$ cat config.mk
export PLATFORM = sky130hd
export DESIGN_NAME = ttw_ctrl
export DESIGN_NICKNAME = d
export VERILOG_FILES = /design/src/design/ttw_pkg.sv /design/src/design/ttw_addr.sv /design/src/design/ttw_ctrl.sv
export SDC_FILE = /design/constraint.sdc
export NUM_CORES = 1
export LEC_CHECK = 0
export ABC_AREA = 1
export BUFFER_PORTS_ARGS = -buffer_cell sky130_fd_sc_hd__buf_2
export CAP_MARGIN = 20
export CORE_ASPECT_RATIO = 1.1
export CORE_UTILIZATION = 45
export CTS_BUF_LIST = sky130_fd_sc_hd__clkbuf_8
export CTS_CLUSTER_SIZE = 40
export DETAILED_ROUTE_END_ITERATION = 8
export PLACE_DENSITY = 0.65
export SYNTH_ARGS = -nofsm -noshare
export SYNTH_HDL_FRONTEND = slang
export SYNTH_SLANG_ARGS = --single-unit
$ cat constraint.sdc
create_clock -name clk -period 5.3 [get_ports clk]
set_clock_uncertainty 0.05 [all_clocks]
set_input_delay 0.265 -clock clk [delete_from_list [all_inputs] [get_ports clk]]
set_output_delay 0.265 -clock clk [all_outputs]
set_load 0.005 [all_outputs]
$ cat src/design/ttw_pkg.sv
// Shared types and constants for the text-mode terminal writer.
// Used by ttw_screen, ttw_ctrl and the top module; depends on nothing.
`default_nettype none

package ttw_pkg;

	localparam logic [1:0] REQ_PUT   = 2'd0;
	localparam logic [1:0] REQ_CLEAR = 2'd1;
	localparam logic [1:0] REQ_SET   = 2'd2;
	localparam logic [1:0] REQ_READ  = 2'd3;

	localparam logic [7:0] CH_BACKSPACE = 8'd8;
	localparam logic [7:0] CH_NEWLINE   = 8'd10;
	localparam logic [7:0] CH_RETURN    = 8'd13;
	localparam logic [7:0] CH_SPACE     = 8'd32;

	localparam logic [15:0] RESET_CELL = 16'h0A20;

	localparam int CFG_IDX_W  = 1;
	localparam int CFG_DATA_W = 4;
	localparam logic [CFG_IDX_W-1:0] CFG_FG = 1'b0;
	localparam logic [CFG_IDX_W-1:0] CFG_BG = 1'b1;
	localparam logic [3:0] FG_RESET = 4'd10;
	localparam logic [3:0] BG_RESET = 4'd0;

	typedef struct packed {
		logic [1:0] req_type;
		logic [7:0] char_code;
		logic [4:0] target_row;
		logic [6:0] target_col;
	} in_word_t;

	typedef struct packed {
		logic [4:0]  cursor_row;
		logic [6:0]  cursor_col;
		logic [10:0] cursor_pos;
		logic [15:0] cell_value;
		logic        scrolled;
	} out_word_t;

	typedef struct packed {
		logic wr_en;
		logic rd_en;
	} mem_ctl_t;

	typedef enum logic [2:0] {
		ST_INIT,
		ST_IDLE,
		ST_EXEC,
		ST_CLEAR,
		ST_SCROLL,
		ST_BLANK
	} state_t;

endpackage

`default_nettype wire

$ cat src/design/ttw_addr.sv
// Shared address unit: linear cell position row * columns + column.
// Depends on nothing but its parameters.
`default_nettype none

module ttw_addr #(
	parameter int SCREEN_COLS = 80,
	parameter int RW = 5,
	parameter int CW = 7,
	parameter int AW = 11
) (
	input  wire logic [RW-1:0] row,
	input  wire logic [CW-1:0] col,
	output logic      [AW-1:0] addr
);

	assign addr = AW'(32'(row) * SCREEN_COLS + 32'(col));

endmodule

`default_nettype wire

$ cat src/design/ttw_ctrl.sv
// Request sequencer: cursor state, store sweeps for clear and scroll, output register.
// Depends on ttw_pkg and instantiates the shared address unit ttw_addr.
`default_nettype none

module ttw_ctrl import ttw_pkg::*; #(
	parameter int SCREEN_COLS = 80,
	parameter int SCREEN_ROWS = 25,
	parameter int AW = 11
) (
	input  wire logic          clk,
	input  wire logic          arst_n,
	input  wire logic          in_valid,
	output logic               in_ready,
	input  wire in_word_t      in_word,
	output logic               out_valid,
	input  wire logic          out_ready,
	output out_word_t          out_word,
	input  wire logic [7:0]    attr,
	output mem_ctl_t           mem_ctl,
	output logic      [AW-1:0] wr_addr,
	output logic      [15:0]   wr_data,
	output logic      [AW-1:0] rd_addr,
	input  wire logic [15:0]   rd_data
);

	localparam int RW = $clog2(SCREEN_ROWS);
	localparam int CW = $clog2(SCREEN_COLS);
	localparam int LAST_CELL = SCREEN_ROWS * SCREEN_COLS - 1;
	localparam int COPY_LAST = (SCREEN_ROWS - 1) * SCREEN_COLS - 1;

	state_t          state_q, state_d;
	in_word_t        req_q;
	logic [RW-1:0]   row_q;
	logic [CW-1:0]   col_q;
	logic [AW-1:0]   cnt_q;
	logic            copy_vld_s1;
	logic [AW-1:0]   copy_addr_s1;
	logic            pend_q, pend_read_q, pend_scroll_q;
	logic            out_valid_q;
	out_word_t       out_word_q;

	logic [RW-1:0]   tgt_row, unit_row, nxt_row;
	logic [CW-1:0]   tgt_col, unit_col, nxt_col;
	logic [AW-1:0]   unit_addr;
	logic [CW:0]     col_inc;
	logic            at_last_row, line_end;
	logic            is_put, is_nl, is_cr, is_bs, is_print, is_read, is_clear;
	logic            advance, exec_scroll;
	logic            out_free, flush;
	logic [15:0]     blank_cell;

	ttw_addr #(
		.SCREEN_COLS(SCREEN_COLS),
		.RW(RW),
		.CW(CW),
		.AW(AW)
	) u_addr (
		.row(unit_row),
		.col(unit_col),
		.addr(unit_addr)
	);

	assign blank_cell = {attr, CH_SPACE};
	assign out_free   = !out_valid_q || out_ready;
	assign flush      = (state_q == ST_IDLE) && pend_q && out_free;

	always_comb begin
		tgt_row = (32'(req_q.target_row) > SCREEN_ROWS - 1) ? RW'(SCREEN_ROWS - 1)
			: RW'(req_q.target_row);
		tgt_col = (32'(req_q.target_col) > SCREEN_COLS - 1) ? CW'(SCREEN_COLS - 1)
			: CW'(req_q.target_col);
		col_inc     = (CW+1)'(col_q) + (CW+1)'(1);
		at_last_row = (32'(row_q) == SCREEN_ROWS - 1);
		line_end    = (col_inc == (CW+1)'(SCREEN_COLS));
		is_put      = (req_q.req_type == REQ_PUT);
		is_read     = (req_q.req_type == REQ_READ);
		is_clear    = (req_q.req_type == REQ_CLEAR);
		is_nl       = is_put && (req_q.char_code == CH_NEWLINE);
		is_cr       = is_put && (req_q.char_code == CH_RETURN);
		is_bs       = is_put && (req_q.char_code == CH_BACKSPACE);
		is_print    = is_put && !is_nl && !is_cr && !is_bs;
		advance     = is_nl || (is_print && line_end);
		exec_scroll = advance && at_last_row;

		nxt_row = row_q;
		nxt_col = col_q;
		case (req_q.req_type)
			REQ_PUT: begin
				if (is_nl || is_cr) begin
					nxt_col = '0;
				end else if (is_bs) begin
					if (col_q != '0) begin
						nxt_col = col_q - CW'(1);
					end
				end else begin
					nxt_col = line_end ? '0 : CW'(col_inc);
				end
				if (advance && !at_last_row) begin
					nxt_row = row_q + RW'(1);
				end
			end
			REQ_CLEAR: begin
				nxt_row = '0;
				nxt_col = '0;
			end
			REQ_SET: begin
				nxt_row = tgt_row;
				nxt_col = tgt_col;
			end
			default: begin
			end
		endcase

		unit_row = row_q;
		unit_col = col_q;
		if (state_q == ST_EXEC) begin
			if (is_read) begin
				unit_row = tgt_row;
				unit_col = tgt_col;
			end else if (is_bs) begin
				unit_col = col_q - CW'(1);
			end
		end
	end

	always_comb begin
		state_d = state_q;
		case (state_q)
			ST_INIT: begin
				if (cnt_q == AW'(LAST_CELL)) state_d = ST_IDLE;
			end
			ST_IDLE: begin
				if (in_valid && in_ready) state_d = ST_EXEC;
			end
			ST_EXEC: begin
				if (is_clear) state_d = ST_CLEAR;
				else if (exec_scroll) state_d = ST_SCROLL;
				else state_d = ST_IDLE;
			end
			ST_CLEAR: begin
				if (cnt_q == AW'(LAST_CELL)) state_d = ST_IDLE;
			end
			ST_SCROLL: begin
				if (cnt_q == AW'(COPY_LAST)) state_d = ST_BLANK;
			end
			ST_BLANK: begin
				if (!copy_vld_s1 && cnt_q == AW'(LAST_CELL)) state_d = ST_IDLE;
			end
			default: state_d = ST_IDLE;
		endcase
	end

	always_comb begin
		in_ready = 1'b0;
		mem_ctl  = '0;
		wr_addr  = cnt_q;
		wr_data  = blank_cell;
		rd_addr  = unit_addr;
		case (state_q)
			ST_INIT: begin
				mem_ctl.wr_en = 1'b1;
				wr_data       = RESET_CELL;
			end
			ST_IDLE: begin
				in_ready = !pend_q || out_free;
			end
			ST_EXEC: begin
				if (is_read) begin
					mem_ctl.rd_en = 1'b1;
				end else if (is_bs && col_q != '0) begin
					mem_ctl.wr_en = 1'b1;
					wr_addr       = unit_addr;
				end else if (is_print) begin
					mem_ctl.wr_en = 1'b1;
					wr_addr       = unit_addr;
					wr_data       = {attr, req_q.char_code};
				end
			end
			ST_CLEAR: begin
				mem_ctl.wr_en = 1'b1;
			end
			ST_SCROLL: begin
				mem_ctl.rd_en = 1'b1;
				rd_addr       = cnt_q + AW'(SCREEN_COLS);
				mem_ctl.wr_en = copy_vld_s1;
				wr_addr       = copy_addr_s1;
				wr_data       = rd_data;
			end
			ST_BLANK: begin
				mem_ctl.wr_en = 1'b1;
				if (copy_vld_s1) begin
					wr_addr = copy_addr_s1;
					wr_data = rd_data;
				end
			end
			default: begin
			end
		endcase
	end

	always_ff @(posedge clk or negedge arst_n) begin
		if (!arst_n) begin
			state_q       <= ST_INIT;
			row_q         <= '0;
			col_q         <= '0;
			cnt_q         <= '0;
			copy_vld_s1   <= 1'b0;
			pend_q        <= 1'b0;
			pend_read_q   <= 1'b0;
			pend_scroll_q <= 1'b0;
			out_valid_q   <= 1'b0;
		end else begin
			state_q     <= state_d;
			copy_vld_s1 <= (state_q == ST_SCROLL);

			case (state_q)
				ST_EXEC: begin
					cnt_q <= '0;
					row_q <= nxt_row;
					col_q <= nxt_col;
				end
				ST_INIT, ST_CLEAR, ST_SCROLL: begin
					cnt_q <= cnt_q + AW'(1);
				end
				ST_BLANK: begin
					if (!copy_vld_s1) cnt_q <= cnt_q + AW'(1);
				end
				default: begin
				end
			endcase

			if (state_q != ST_IDLE && state_q != ST_INIT && state_d == ST_IDLE) begin
				pend_q        <= 1'b1;
				pend_read_q   <= (state_q == ST_EXEC) && is_read;
				pend_scroll_q <= (state_q == ST_BLANK);
			end else if (flush) begin
				pend_q <= 1'b0;
			end

			if (flush) begin
				out_valid_q <= 1'b1;
			end else if (out_ready) begin
				out_valid_q <= 1'b0;
			end
		end
	end

	always_ff @(posedge clk) begin
		copy_addr_s1 <= cnt_q;
		if (state_q == ST_IDLE && in_valid && in_ready) begin
			req_q <= in_word;
		end
		if (flush) begin
			out_word_q.cursor_row <= 5'(row_q);
			out_word_q.cursor_col <= 7'(col_q);
			out_word_q.cursor_pos <= 11'(unit_addr);
			out_word_q.cell_value <= pend_read_q ? rd_data : 16'd0;
			out_word_q.scrolled   <= pend_scroll_q;
		end
	end

	assign out_valid = out_valid_q;
	assign out_word  = out_word_q;

`ifndef NO_ASSERTIONS
	a_cursor_range: assert property (@(posedge clk) disable iff (!arst_n)
		32'(row_q) < SCREEN_ROWS && 32'(col_q) < SCREEN_COLS)
		else $error("cursor left the screen");

	a_accept_exec: assert property (@(posedge clk) disable iff (!arst_n)
		in_valid && in_ready |=> state_q == ST_EXEC)
		else $error("accepted word did not start execution");

	a_copy_window: assert property (@(posedge clk) disable iff (!arst_n)
		copy_vld_s1 |-> state_q == ST_SCROLL || state_q == ST_BLANK)
		else $error("scroll copy write outside the scroll sweep");

	a_scroll_cursor: assert property (@(posedge clk) disable iff (!arst_n)
		pend_q && pend_scroll_q |-> col_q == '0 && 32'(row_q) == SCREEN_ROWS - 1)
		else $error("scroll left the cursor off the bottom line start");
`endif

endmodule

`default_nettype wire

---- Word level (Yosys, flattened, before mapping) ----
Index checks and enable logic that the tools add are counted.
W data, S select, Z words.
storage, ports and cells
  flip-flop bits (word level) ............. 104
  input bits .............................. 50
operators by class
  $add $sub $neg .......................... 6
  multipliers ............................. 1
  order comparisons ....................... 2
  equality and inequality tests ........... 20
  multiplexer cells ....................... 45
  reduce and logical (&&, ||, !) cells .... 44
operators with widths
  operator                 count
  $mux W11                 6
  $pmux W11 S3             2
  $pmux W16 S4             1
  $mux W7                  8
  $eq A8 B4 Y1 const B     3
  $mux W8                  3
  $eq A11 B11 Y1 const B   2
  $pmux W7 S3              1
  $mux W5                  4
  $logic_and A1 B1 Y1      19
  $mux W3                  6
  $mux W16                 1
  $pmux W3 S5              1
  $pmux W5 S3              1
  $add A11 B1 Y11 const B  1
  $add A11 B7 Y11          1
  $add A11 B7 Y11 const B  1
  $mux W1                  9
  $reduce_bool A3 Y1       3
  $add A7 B1 Y8 const B    1
  $eq A8 B7 Y1 const B     1
  $gt A7 B7 Y1 const B     1
  $logic_not A1 Y1         7
  $mul A5 B3 Y7 const B    1
  24 further kinds         34

---- Longest topological paths before layout ----
  word-level depth ........................ 15
  gate-level depth with buffers ........... 22

---- Modules after synthesis ----
From an unflattened synthesis, not the netlist that was laid out.
second synthesis, totals
  cells, all modules ...................... 661
  area, all modules ....................... 5734.2 µm²
modules (own cells, without submodules)
  module    times used  cells each  area an instance (µm²)  seq. area each (µm²)
  ttw_ctrl  1           606         5365.1                  2857.7
  ttw_addr  1           55          369.1                   0.0

---- Least setup slack after synthesis ----
OpenSTA, ideal clock, no wires.
  path type ............................... register to register
  from .................................... register state_q[0]
  to ...................................... register out_word_q (netlist bit out_word[0]) (enable)
  library setup time ...................... 489 ps
  data arrival time ....................... 3490 ps
  data required time ...................... 4761 ps
  slack ................................... 1271 ps
  cell stages (with the launch flop) ...... 5
  buffers on the path ..................... 0
  path through ............................ dfrtp_1 > inv_2 > nor2_2 > nand2_1 > nor3_1
on the way
  longest elaborated chain between the ends .. 3
ends and longest elaborated chain
  item                              RTL line         text
  start, declared                   ttw_ctrl.sv:31   state_t state_q, state_d;
  start signal, assigned            ttw_ctrl.sv:213  state_q <= state_d;
  $eq A3 B1 Y1                      ttw_ctrl.sv:65   assign flush = (state_q == ST_IDLE) && pend_q && out_free;
  $logic_and A1 B1 Y1 (2 in a row)  ttw_ctrl.sv:65
  net flush                         ttw_ctrl.sv:49   logic out_free, flush;
  end, declared                     ttw_ctrl.sv:40   out_word_t out_word_q;
The timed path passes the listed nets, and every way through them passes these cells.
A chain may end at the register's enable or synchronous reset.

---- Worst setup path in the final report ----
  from .................................... register state_q[2]
  to ...................................... output wr_addr[10]
on the way
  longest elaborated chain between the ends .. 8
  elaborated cells between the ends (all ways) .. 11
  those cells by class .................... add/sub (1); mul (1); eq/ne (3); mux (6)
ends and longest elaborated chain
  item                 RTL line         text
  $eq A3 B2 Y1 *       ttw_ctrl.sv:116  if (state_q == ST_EXEC) begin
  $mux W5              ttw_ctrl.sv:116
  $mul A5 B3 Y7        ttw_addr.sv:16   assign addr = AW'(32'(row) * SCREEN_COLS + 32'(col));
  $add A11 B7 Y11 *    ttw_addr.sv:16
  net u_addr.addr[10]  ttw_addr.sv:13   output logic [AW-1:0] addr
  $mux W11             ttw_ctrl.sv:173  end else if (is_print) begin
  $mux W11 *           ttw_ctrl.sv:170  end else if (is_bs && col_q != '0) begin
  $mux W11 *           ttw_ctrl.sv:168  if (is_read) begin
  $pmux W11 S3 *       ttw_ctrl.sv:159  case (state_q)
  end, declared        ttw_ctrl.sv:20   output logic [AW-1:0] wr_addr,
The timed path passes the listed nets; every way through them passes the cells marked *.

==> metrics list <==
* Switching share of power: 0.214
- Cell internal power was estimated by the tool at 1.07 mW.
- Required time of the critical path: 4.99 ns
- Net count, final: 880
- Number of cells produced by synthesis: 673
- By startpoint and endpoint, the worst setup path is classified as reg -> out.
- After detailed routing, the met2 layer carries 7.67 mm of wire.
- Post-synth EDFFs: 62
- Among the stages of the critical path, the cell type that occurs most often is sky130_fd_sc_hd__inv_2.
- Number of global-route vias before repair: 4769
- The number of different library cells used by synthesis comes to 46.
* Slew at the pin closest to its max-slew limit: 0.900 ns
* Via/cell ratio: 5.29
- Dividing the detail-routed wire length by the instance count gives 15.4 µm.
- TritonCTS clock tree: built
* Share of synthesized area occupied by flip-flops and latches: 0.495
* Final RePlAce weighted congestion: 0.888
- The final max-slew violation count was 0.
- Initial cell density of the core: 0.460
* Power after layout: 1.36 mW
* Maximum clock frequency: 235 MHz
- Cell at the slowest stage of the critical path: sky130_fd_sc_hd__dfrtp_1
- Counting the fill cells in the layout gives 1191.
- After floorplanning, the core was divided into 43 placement rows.
* H-tree level count: 3
* Inserted Diodes: 0
- Share of total power in the clock network: 0.347
- Cell type with the highest aggregate area in the netlist: sky130_fd_sc_hd__edfxtp_1
- Number of buffers created by CTS: 9
- Post-CTS timing repair inserted 0 buffers for setup.
* PostCTS Resize Cnt: 0
* CTS Root Buffer Type: sky130_fd_sc_hd__clkbuf_8
- Class of the worst hold path: in -> reg
* Die Width: 110 µm
- Net Count, Synth: 745
* Fraction of final layout cells with drive strength greater than 1: 0.225
- Area share of the largest cell type after synthesis: 0.323
* Remaining max-slew budget at the tightest pin: 0.396
- The die covers 13300 µm².
* Sum Neg Setup Slack: 0 ns
- After clock tree synthesis, the clock-pin slew on the worst setup and hold paths is 0.09 ns.
* Post-Syn Area per Cell: 8.57 µm²
- DRT antenna net count: 0
- At the worst endpoint, the arrival time is 3.95 ns.
- Leaving out fill and tap cells, the most frequent cell in the layout is sky130_fd_sc_hd__nand2_1.
- Across all layers, the routed design uses 5129 vias.
- Vertical die dimension: 121 µm
* Min Hold Slack: 0.0145 ns
- Share of flip-flops with an asynchronous set or reset after synthesis: 0.298
* Number of input and output port buffers inserted: 131
- In this run the worst path has a maximum fanout of 11.
* Wire length on met1: 6.35 mm
- Dominant cells by area after synthesis: sky130_fd_sc_hd__edfxtp_1 32%, sky130_fd_sc_hd__dfrtp_1 13%, sky130_fd_sc_hd__nand2_1 9.6%
- First-pass GRT wire length: 23.5 mm
- Worst-skew pair later-pin latency: 0.37 ns
* Hold-fix buffers, CTS: 7
* Max clock buf depth: 2
* Slack of the critical path: 1.04 ns
* Total Routing Usage GR: 0.233
- For this block, the routed nets add up to 15.0 mm of wire.
- The worst-case IR drop observed on VDD is 142 µV.
- Core Region: 12500 µm²
- Netlist Area Pre-Place: 5770 µm²
- After legalization and detailed placement, the total HPWL measured 11.3 mm.
* Pre-antenna DRT Iters: 5
- Sum of met3 wire segment lengths after detailed routing: 656 µm
- Slowest stage delay, CP: 0.42 ns
- The number of hold violations in the final report is 0.
- The highest layer touched by signal routing is met4.
- For this design the ratio of total power to cell area is 200 nW/µm².
* Pin count of the biggest net entering global routing: 32
- Setup violations remaining at the end of the flow were counted as 0.
- Commonest cells after routing, fill and taps aside: 147 x sky130_fd_sc_hd__nand2_1, 131 x sky130_fd_sc_hd__buf_2, 102 x sky130_fd_sc_hd__inv_1, 62 x sky130_fd_sc_hd__edfxtp_1, 49 x sky130_fd_sc_hd__o21ai_0
- Yosys warns: 0
- The share of total power dissipated in combinational logic is 0.026.
- The analysis attributes to cell leakage a power of 3.37 nW.
- Outcome: complete, no violations
* Area growth from synthesis to layout: 18.0%
* Sequential fraction of design power: 0.627
- Initial antenna violation count: 0
* Total congestion overflow after global routing: 0
* Most frequently used flop master after synthesis: sky130_fd_sc_hd__edfxtp_1
* Number of flip-flops and latches in the synthesized netlist: 104
- On the critical path the largest part of the delay comes from simple AND/OR/NAND/NOR gates.
* Max capacitance violation total: 0
* Number of clock sinks seen by CTS: 104
* Switch Pwr: 0.291 mW
- Of the available clock period, the critical path in the final layout requires 0.804.
* Kind of start point of the critical path: flip-flop
- Crit path time final: 4.26 ns
- Kind of capture point of the worst setup path: primary output
- Count of routing violations after the opening detailed-route iteration: 305
- Critical path buffers and inverters: 5
* Placement-stage worst setup slack: 1.44 ns
- Critical path, cell by cell: inv_2 -> nand2_2 -> nor2_4 -> nand2_4 -> inv_2 -> nand2_1 -> o21ai_0 -> inv_1 -> ha_1 -> ha_1 -> fa_1 -> xnor2_1 -> nor2_1 -> nand3b_1 -> nand2_2 -> inv_2 -> o21ai_2 -> nand3_1 -> buf_2
- Setup repair after global routing left no endpoint under its margin.
- Number of top-level pins: 132
* Post-detailed-route DRC marker count: 0
==> registers in the layout, indices dropped and copies added, names as in the netlist <==
register and flops:
pend_read_q 1, row_q 5, pend_q 1, col_q 7
out_valid 1, copy_vld_s1 1, pend_scroll_q 1, state_q 3
copy_addr_s1 11, cnt_q 11, req_q 22, out_word 40
==> area by class of cell <==
type / instances / area [µm²] / area share
clock buffer: 11 / 151 / 0.0222
clock inverter: 5 / 32.5 / 0.00478
inverter: 112 / 420 / 0.0617
multi-input combinational: 441 / 2410 / 0.354
sequential: 104 / 2860 / 0.420
tap: 157 / 196 / 0.0288
timing repair buffer: 140 / 741 / 0.109
==> power by group through the flow <==
| stage | clock network (mW) | registers, mW | logic (mW) |
|---|---|---|---|
| after detailed placement | 0 | 0.871 | 0.0318 |
| after global routing | 0.511 | 0.853 | 0.0398 |
| after floorplan | 0 | 0.871 | 0.00413 |
| final | 0.471 | 0.853 | 0.0356 |
| after global placement | 0 | 0.870 | 0.0311 |
| after CTS | 0.481 | 0.853 | 0.0359 |
==> cell usage after synthesis, drive strengths merged (8+ instances only) <==
library cell	number
clkbuf	8
edfxtp	62
inv	110
nand4	9
a22oi	11
nor3	8
nor2	45
xor2	9
buf	8
ha	20
a21oi	39
o211ai	8
nand3	42
dfrtp	31
o21ai	60
dfxtp	11
nand2	155
==> cell families (layout without fill, tap and decap cells) <==
family	after synthesis	count (layout)	synth area share
compound gates	143	143	0.150
xor+xnor	11	11	0.0167
simple gates	265	265	0.200
fa+ha+maj	22	22	0.0503
flops	104	104	0.495
buf+inv	128	268	0.0876
==> worst reg2reg max path, cell delays in order (launching register included) <==
cell,delay (ns)
sky130_fd_sc_hd__dfrtp_1,0.42
sky130_fd_sc_hd__inv_2,0.15
sky130_fd_sc_hd__nand2_2,0.11
sky130_fd_sc_hd__nor2_4,0.28
sky130_fd_sc_hd__nand2_4,0.16
sky130_fd_sc_hd__inv_2,0.20
sky130_fd_sc_hd__nand2_1,0.09
sky130_fd_sc_hd__o21ai_0,0.17
sky130_fd_sc_hd__inv_1,0.12
sky130_fd_sc_hd__ha_1,0.30
sky130_fd_sc_hd__ha_1,0.23
sky130_fd_sc_hd__fa_1,0.38
sky130_fd_sc_hd__xnor2_1,0.25
sky130_fd_sc_hd__nor2_1,0.09
sky130_fd_sc_hd__nand3b_1,0.18
sky130_fd_sc_hd__nand2_2,0.10
sky130_fd_sc_hd__inv_2,0.05
==> final timing paths <==
kind                                  from  slack [ns]  cells after the start               end
worst max-delay path            state_q[2]        1.04                     19       wr_addr[10]
worst min-delay path            in_word[6]        0.01                      1          req_q[6]
worst max register to register  state_q[2]        1.76                     16      out_word[27]
worst min register to register   cnt_q[10]        0.39                      0  copy_addr_s1[10]
max in group asynchronous           arst_n        4.22                      2          col_q[2]
min in group asynchronous           arst_n        0.45                      2          cnt_q[9]
==> metrics by stage <==
stage           util  instances  cell area [µm²]
2_1_floorplan      -        673             5770
3_3_place_gp   0.523        947             6560
3_5_place_dp   0.523        947             6560
4_1_cts        0.543        970             6810
5_1_grt        0.543        970             6810
6_report       0.543        970             6810
==> layer usage <==
| layer | track usage | vias up |
|---|---|---|
| li1 | - | 2532 |
| met1 | 0.298 | 2412 |
| met2 | 0.404 | 163 |
| met3 | 0.0313 | 22 |
| met4 | 0.0742 | 0 |
| met5 | 0 | - |
Power figures use the tool's default switching activity.
